--- src/rtl/core/rcli_pkg.sv ---
`default_nettype none

package rcli_pkg;

	// Width of one color channel and of a packed 24-bit RGB color
	localparam int CH_W    = 8;
	localparam int COLOR_W = 3 * CH_W;

	// Default width of the step count and of total_steps
	localparam int STEP_WIDTH_DEF = 16;

	// One quotient bit per divider stage, plus the multiply stage
	localparam int DIV_STEPS   = CH_W;
	localparam int LANE_STAGES = 1 + DIV_STEPS;

	localparam logic [CH_W-1:0] ALPHA_OPAQUE = 8'hFF;

	// Register map: byte address bits [ADDR_W-1:2] select the register
	localparam int ADDR_W = 3;
	localparam logic [ADDR_W-3:0] REG_TOTAL_STEPS = 1'b0;
	localparam int TOTAL_STEPS_RST = 1;

endpackage

`default_nettype wire

--- src/rtl/core/rcli_lane.sv ---
`default_nettype none

// One channel: |end - start| * step, then an 8-stage restoring divide by total,
// then the quotient is added to or subtracted from start (end itself once step >= total).
module rcli_lane #(
	parameter int STEP_WIDTH = rcli_pkg::STEP_WIDTH_DEF
) (
	input  wire logic                              clk,
	input  wire logic [rcli_pkg::LANE_STAGES-1:0]  adv,
	input  wire logic [rcli_pkg::CH_W-1:0]         start_ch,
	input  wire logic [rcli_pkg::CH_W-1:0]         end_ch,
	input  wire logic [STEP_WIDTH-1:0]             step,
	input  wire logic [STEP_WIDTH-1:0]             total,
	output logic      [rcli_pkg::CH_W-1:0]         ch
);

	localparam int CW     = rcli_pkg::CH_W;
	localparam int NDIV   = rcli_pkg::DIV_STEPS;
	localparam int PROD_W = CW + STEP_WIDTH;

	// multiply stage
	logic            dir;
	logic [CW-1:0]   span;
	logic [PROD_W-1:0] prod;

	logic [STEP_WIDTH-1:0] rem_s2;
	logic [CW-1:0]         lo_s2, a_s2, b_s2;
	logic                  dir_s2, pass_s2;

	assign dir  = end_ch > start_ch;
	assign span = dir ? (end_ch - start_ch) : (start_ch - end_ch);
	assign prod = PROD_W'(span) * PROD_W'(step);

	always_ff @(posedge clk) begin
		if (adv[0]) begin
			rem_s2  <= prod[PROD_W-1:CW];
			lo_s2   <= prod[CW-1:0];
			a_s2    <= start_ch;
			b_s2    <= end_ch;
			dir_s2  <= dir;
			pass_s2 <= step >= total;
		end
	end

	// divider stages, s3 onward: one entry per quotient bit, MSB first
	logic [STEP_WIDTH-1:0] rem_s3 [NDIV];
	logic [CW-1:0]         lo_s3  [NDIV];
	logic [CW-1:0]         q_s3   [NDIV];
	logic [CW-1:0]         a_s3   [NDIV];
	logic [CW-1:0]         b_s3   [NDIV];
	logic                  dir_s3 [NDIV];
	logic                  pass_s3[NDIV];

	for (genvar i = 0; i < NDIV; i++) begin : g_div
		logic [STEP_WIDTH-1:0] rem_in;
		logic [CW-1:0]         lo_in, q_in, a_in, b_in;
		logic                  dir_in, pass_in;
		logic [STEP_WIDTH:0]   trial, trial_sub;
		logic                  ge;

		if (i == 0) begin : g_first
			assign rem_in  = rem_s2;
			assign lo_in   = lo_s2;
			assign q_in    = '0;
			assign a_in    = a_s2;
			assign b_in    = b_s2;
			assign dir_in  = dir_s2;
			assign pass_in = pass_s2;
		end else begin : g_next
			assign rem_in  = rem_s3[i-1];
			assign lo_in   = lo_s3[i-1];
			assign q_in    = q_s3[i-1];
			assign a_in    = a_s3[i-1];
			assign b_in    = b_s3[i-1];
			assign dir_in  = dir_s3[i-1];
			assign pass_in = pass_s3[i-1];
		end

		assign trial     = {rem_in, lo_in[CW-1]};
		assign ge        = trial >= {1'b0, total};
		assign trial_sub = trial - {1'b0, total};

		always_ff @(posedge clk) begin
			if (adv[i+1]) begin
				rem_s3[i]  <= ge ? trial_sub[STEP_WIDTH-1:0] : trial[STEP_WIDTH-1:0];
				lo_s3[i]   <= {lo_in[CW-2:0], 1'b0};
				q_s3[i]    <= {q_in[CW-2:0], ge};
				a_s3[i]    <= a_in;
				b_s3[i]    <= b_in;
				dir_s3[i]  <= dir_in;
				pass_s3[i] <= pass_in;
			end
		end
	end

	// quotient <= span, so the add or subtract never wraps
	always_comb begin
		if (pass_s3[NDIV-1]) begin
			ch = b_s3[NDIV-1];
		end else if (dir_s3[NDIV-1]) begin
			ch = a_s3[NDIV-1] + q_s3[NDIV-1];
		end else begin
			ch = a_s3[NDIV-1] - q_s3[NDIV-1];
		end
	end

endmodule

`default_nettype wire

--- src/rtl/core/rgb_color_linear_interp.sv ---
// Pipeline: from an input transfer to the result on m_tdata (input register, multiply
//   stage, 8 divider stages, output register; the input register loads at the
//   transfer edge); a stalled m_tready holds results back in the registers.
// Throughput: one item per cycle unless m_tready stalls a full pipeline; each lane's 8-stage
//   pipelined restoring divider (one quotient bit per stage) accepts a new dividend as it advances.
// Reset (arst_n low, asynchronous): all stage valid bits and m_tvalid clear,
//   total_steps returns to 1.
`default_nettype none

module rgb_color_linear_interp #(
	parameter int STEP_WIDTH = rcli_pkg::STEP_WIDTH_DEF
) (
	input  wire logic        clk,
	input  wire logic        arst_n,

	// input stream
	input  wire logic        s_tvalid,
	output logic             s_tready,
	// s_tdata, low bit up: start_color[23:0], end_color[47:24],
	//   step[48+STEP_WIDTH-1:48], zero pad to whole bytes
	input  wire logic [((2*rcli_pkg::COLOR_W+STEP_WIDTH+7)/8)*8-1:0] s_tdata,

	// result stream
	output logic             m_tvalid,
	input  wire logic        m_tready,
	// m_tdata, low bit up: blended_color[31:0] (blue, green, red, alpha)
	output logic [31:0]      m_tdata,

	// configuration port
	input  wire logic                         psel,
	input  wire logic                         penable,
	input  wire logic                         pwrite,
	input  wire logic [rcli_pkg::ADDR_W-1:0]  paddr,
	input  wire logic [31:0]                  pwdata,
	output logic      [31:0]                  prdata,
	output logic                              pready
);

	localparam int CW  = rcli_pkg::CH_W;
	localparam int CLW = rcli_pkg::COLOR_W;
	localparam int LAT = rcli_pkg::LANE_STAGES;

	// ---------------------------------------------------------------
	// Configuration register
	// ---------------------------------------------------------------
	logic [STEP_WIDTH-1:0] total_steps_q;
	logic                  cfg_sel;

	assign pready  = 1'b1;
	assign cfg_sel = paddr[rcli_pkg::ADDR_W-1:2] == rcli_pkg::REG_TOTAL_STEPS;
	assign prdata  = cfg_sel ? 32'(total_steps_q) : 32'd0;

	always_ff @(posedge clk or negedge arst_n) begin
		if (!arst_n) begin
			total_steps_q <= STEP_WIDTH'(rcli_pkg::TOTAL_STEPS_RST);
		end else if (psel && penable && pwrite && pready && cfg_sel) begin
			total_steps_q <= pwdata[STEP_WIDTH-1:0];
		end
	end

	// ---------------------------------------------------------------
	// Flow control. Each stage advances when it is empty or the next
	// one advances, so bubbles collapse and a stalled output only
	// blocks input once every stage is full.
	//   v_q[0]      : input register (s1)
	//   v_q[1..LAT] : lane stages (s2..s10)
	// ---------------------------------------------------------------
	logic [LAT:0] v_q;
	logic [LAT:0] adv;
	logic         out_adv;

	assign out_adv = !m_tvalid || m_tready;

	always_comb begin
		adv[LAT] = !v_q[LAT] || out_adv;
		for (int k = LAT - 1; k >= 0; k--) begin
			adv[k] = !v_q[k] || adv[k+1];
		end
	end

	assign s_tready = adv[0];

	always_ff @(posedge clk or negedge arst_n) begin
		if (!arst_n) begin
			v_q      <= '0;
			m_tvalid <= 1'b0;
		end else begin
			if (adv[0]) begin
				v_q[0] <= s_tvalid;
			end
			for (int k = 1; k <= LAT; k++) begin
				if (adv[k]) begin
					v_q[k] <= v_q[k-1];
				end
			end
			if (out_adv) begin
				m_tvalid <= v_q[LAT];
			end
		end
	end

	// ---------------------------------------------------------------
	// Input register (s1)
	// ---------------------------------------------------------------
	logic [CLW-1:0]        start_s1, end_s1;
	logic [STEP_WIDTH-1:0] step_s1;

	always_ff @(posedge clk) begin
		if (adv[0]) begin
			start_s1 <= s_tdata[CLW-1:0];
			end_s1   <= s_tdata[2*CLW-1:CLW];
			step_s1  <= s_tdata[2*CLW+STEP_WIDTH-1:2*CLW];
		end
	end

	// ---------------------------------------------------------------
	// Channel lanes: blue, green, red side by side
	// ---------------------------------------------------------------
	logic [CW-1:0] lane_ch [3];

	for (genvar c = 0; c < 3; c++) begin : g_lane
		rcli_lane #(
			.STEP_WIDTH (STEP_WIDTH)
		) u_lane (
			.clk      (clk),
			.adv      (adv[LAT:1]),
			.start_ch (start_s1[c*CW +: CW]),
			.end_ch   (end_s1[c*CW +: CW]),
			.step     (step_s1),
			.total    (total_steps_q),
			.ch       (lane_ch[c])
		);
	end

	// ---------------------------------------------------------------
	// Merge: alpha on top, lanes packed into ARGB, output register
	// ---------------------------------------------------------------
	always_ff @(posedge clk) begin
		if (out_adv && v_q[LAT]) begin
			m_tdata <= {rcli_pkg::ALPHA_OPAQUE, lane_ch[2], lane_ch[1], lane_ch[0]};
		end
	end

`ifndef ASSERT_OFF
	// empty output register means every stage can move, so input is open
	a_ready_when_out_empty: assert property (@(posedge clk) disable iff (!arst_n)
		!m_tvalid |-> s_tready)
		else $error("input blocked while output register empty");

	// input only stalls once the whole pipeline is full
	a_stall_only_when_full: assert property (@(posedge clk) disable iff (!arst_n)
		!s_tready |-> (&v_q) && m_tvalid)
		else $error("input stalled with a bubble in the pipeline");

	// a finished lane result moving out must appear at the output
	a_last_stage_drains: assert property (@(posedge clk) disable iff (!arst_n)
		v_q[LAT] && adv[LAT] |=> m_tvalid)
		else $error("lane result lost at merge stage");

	// merge always sets opaque alpha
	a_alpha_opaque: assert property (@(posedge clk) disable iff (!arst_n)
		m_tvalid |-> m_tdata[31:24] == rcli_pkg::ALPHA_OPAQUE)
		else $error("alpha byte not opaque");
`endif

endmodule

`default_nettype wire

--- config.mk ---
export PLATFORM = sky130hd
export DESIGN_NAME = rgb_color_linear_interp
export DESIGN_NICKNAME = d
export VERILOG_FILES = /design/src/rtl/core/rcli_pkg.sv /design/src/rtl/core/rcli_lane.sv /design/src/rtl/core/rgb_color_linear_interp.sv
export SDC_FILE = /design/constraint.sdc
export NUM_CORES = 2
export LEC_CHECK = 0
export ABC_AREA = 1
export BUFFER_PORTS_ARGS = -buffer_cell sky130_fd_sc_hd__buf_2
export CORE_MARGIN = 2
export CORE_UTILIZATION = 55
export DETAILED_ROUTE_END_ITERATION = 8
export PLACE_DENSITY_LB_ADDON = 0.1
export RECOVER_POWER = 50
export SLEW_MARGIN = 20
export SYNTH_ARGS = -nofsm -noshare
export SYNTH_HDL_FRONTEND = slang
export SYNTH_SLANG_ARGS = --single-unit
--- constraint.sdc ---
create_clock -name clk -period 20.4 [get_ports clk]
set_clock_uncertainty 0.15 [all_clocks]
set_input_delay 1.02 -clock clk [delete_from_list [all_inputs] [get_ports clk]]
set_output_delay 1.02 -clock clk [all_outputs]
set_load 0.03 [all_outputs]
==> impl_metrics.py <==
metrics = {
    "hold_path": {
        "min_from": "g_lane[1].u_lane.a_s3[0][23]$_DFFE_PP_",
        "hold_class": "reg2reg",
    },
    "global_route": {
        "grt_max_degree": 79,
        "grt_pass1_vias": 59800,
        "grt_pass1_wl_um": 327000,
        "track_usage_pct": 27.8,
        "antenna_found_initial": 7,
        "grt-ovfl-total": 0,
    },
    "die": {
        "die_h_um": 387,
        "die_area_sq_um": 150000,
        "start_util_pct": 55.4,
        "chipWidth_um": 387,
        "io_pins": 173,
        "coreArea_sq_um": 146000,
        "rows": 140,
    },
    "detailed_routing": {
        "dr.pass1.iters": 6,
        "ant_nets": 0,
        "remaining_drc_errors": 0,
        "dr.first_iter.drc_count": 4990,
        "vias_per_cell": 5.32,
        "dr_total_vias": 61800,
        "drt-total-wl_um": 206000,
        "post_drt_wl_per_cell_um": 17.7,
    },
    "sta": {
        "tightest_slew_ps": 4370,
        "hold_viol": 0,
        "relSlewSlack_pct": -191,
        "setup_viol": 0,
        "rsz0062_at_grt": "no",
        "fmaxAchievable_mhz": 114,
        "finalSetupTns_ps": 0,
        "finalCriticalPeriod_ps": 8810,
        "min_period_over_period_pct": 43.2,
        "slew_viol_final": 532,
    },
    "outcome": {
        "outcome": "finished, violations left",
        "violations": "max-capacitance violations, max-slew violations",
    },
    "cts": {
        "cts_buffer_depth": 3,
        "cts-hold-fix-buffers": 0,
        "cts.htree.levels": 4,
        "cts_setup_buffers": 0,
        "cts_resized": 0,
        "cts-root-buf": "clkbuf_16",
        "clk_pin_slew_worst_paths_ps": 50,
        "insertion_delay_ps": 800,
        "cts_tree": "yes",
        "cts-buffers-inserted": 132,
        "cts.sinks": 1183,
    },
    "setup_path": {
        "required_ps": 19230,
        "crit_start": "v_q[9]$_DFFE_PN0P_",
        "endpoint_kind": "output pin",
        "timing.rr.start": "v_q[9]$_DFFE_PN0P_",
        "cp.arrival_ps": 7640,
        "crit_type": "reg2out",
        "critPathLaunchType": "register",
        "cp_max_fo": 55,
    },
    "placement": {
        "dp_cells": 11400,
        "dp_hpwl_um": 152000,
        "io_buffers": 129,
        "place_congestion": 0.926,
    },
    "logic_synthesis": {
        "async_reset_ff_share_pct": 2.28,
        "avgSynthCellArea_sq_um": 8.57,
        "yosysTopAreaCell": "edfxtp_1",
        "synth_top_area_share_pct": 43.0,
        "yosys-top-cells-area": "edfxtp_1, nand2_1, ha_1",
        "ys_seq_area_share_pct": 43.8,
        "netlist_instances": 9425,
        "synth_edf_count": 1156,
        "ys_warn_count": 0,
        "synthFlopType": "edfxtp_1",
        "synth_area_sq_um": 80700,
        "yosysUniqueCellTypes": 45,
        "ys_ff_latch": 1183,
    },
    "finish": {
        "nets": 10600,
        "syn_to_final_growth_pct": 8.30,
        "fillers": 12700,
        "layout-drive-gt1-share_pct": 5.15,
        "finalNonFillerCells": 11600,
    },
    "job": {
        "cap_viol_max_count": 11,
    },
}
cell usage in the layout (no fill, tap or decap), drive strengths merged, types with 3 or more instances in the layout:
| cell type | n |
|---|---|
| a21boi | 5 |
| a21o | 9 |
| a21oi | 271 |
| a31oi | 3 |
| and2 | 24 |
| buf | 130 |
| bufinv | 10 |
| clkbuf | 210 |
| clkinv | 63 |
| conb | 25 |
| dfrtp | 26 |
| edfxtp | 1156 |
| fa | 282 |
| ha | 601 |
| inv | 1614 |
| nand2 | 3124 |
| nand3 | 772 |
| nand3b | 19 |
| nand4 | 118 |
| nor2 | 746 |
| nor3 | 101 |
| nor4 | 4 |
| o211ai | 10 |
| o21ai | 85 |
| o21bai | 26 |
| o31ai | 21 |
| or2 | 13 |
| xnor2 | 54 |
| xor2 | 158 |
kinds of logic (layout without fill, tap and decap cells):
group	count (synthesis)	after routing	share of synthesized area [%]
and+or+nand+nor	4924	4924	25.5
buffers and inverters	1787	2029	8.99
DFF	1183	1183	43.8
adders and majority gates	883	883	16.3
AOI/OAI and AO/OA	434	434	3.03
xor gates and xnor gates	212	212	2.30
other	2	26	0.00930
through the flow:
step	util [%]	worst slack [ps]	hold slack, ps	instance area, sq um
finish	60.0	11590	232	87400
global route	60.0	10830	196	87400
CTS	60.1	13730	181	87600
detailed placement	57.0	13750	255	83100
global placement	57.0	13830	251	83100
floorplan	-	5240	250	80800
final timing paths:
| kind | cells past startpoint | end | slack (ps) |
|---|---|---|---|
| min in group asynchronous | 1 | total_steps_q[5]$_DFFE_PN0P_ | 810 |
| setup reg to reg | 8 | g_lane[2].u_lane.g_div[0].lo_in[0]$_DFFE_PP_ | 12090 |
| hold reg to reg | 0 | g_lane[1].u_lane.a_s3[0][31]$_DFFE_PP_ | 230 |
| setup / recovery | 9 | s_tready | 11590 |
| max in group asynchronous | 1 | total_steps_q[1]$_DFFE_PN0P_ | 17730 |
| hold / removal | 0 | g_lane[1].u_lane.a_s3[0][31]$_DFFE_PP_ | 230 |
sequential cells by signal (all words and copies together) (netlist names), 16 cells and up:
name and flops:
g_lane.u_lane.g_div.lo_in 24, g_lane.u_lane.dir_s3 24, g_lane.u_lane.g_div.rem_in 48, g_lane.u_lane.a_s3 192, g_lane.u_lane.lo_s3 84, step_s1 16, g_lane.u_lane.q_s3 108, g_lane.u_lane.a_s2 24
end_s1 24, m_tdata 24, g_lane.u_lane.b_s2 24, total_steps_q 16, g_lane.u_lane.rem_s3 336, start_s1 24, g_lane.u_lane.b_s3 192
routing by layer:
layer	global-route usage (%)	up-vias	part of all wire [%]
li1	-	30500	-
met4	11.7	6	4.4
met1	38.8	28900	45
met5	0	-	0.020
met2	43.5	1908	44
met3	4.25	425	6.7
Yosys cell counts (4+ instances only):
master and number:
ha_1 601, nand2_1 3039, a21o_1 9, inv_2 20, a21boi_0 5, o211ai_1 10
nand3b_1 19, buf_2 33, buf_6 47, o31ai_1 21, nand2_2 38, nor3_1 101
nand2_4 47, edfxtp_1 1156, buf_1 4, o21ai_4 6, buf_4 42, o21ai_0 78
nand4_1 118, xnor2_1 54, nor2_1 703, o21bai_1 26, dfrtp_1 26, fa_1 282
or2_1 11, nor2_2 43, xor2_1 158, and2_1 24, nor4_1 4, inv_1 1595
clkbuf_1 44, nand3_1 770, a21oi_1 271
cell type report:
class | count | area (sq um) | share of cell area, %
Tap cell | 1917 | 2400 | 2.74
Clock inverter | 72 | 1000 | 1.15
Antenna cell | 1 | 2.50 | 0.00286
Inverter | 1617 | 6080 | 6.95
Sequential cell | 1183 | 35400 | 40.5
Clock buffer | 163 | 3450 | 3.94
Timing Repair Buffer | 177 | 927 | 1.06
Multi-Input combinational cell | 6478 | 38200 | 43.7
worst max-delay path: stages, from the launching register on:
cell and delay [ps]:
dfrtp_1 390, nand4_1 90, clkbuf_1 2220, nor2_1 430, nand4_1 210, clkbuf_1 2170
nor2_2 390, nand4_1 220, buf_4 360, buf_2 270
Power is left out: the tool's default activity adds up to more than one toggle a clock period on the data nets, which glitch-free logic cannot reach.
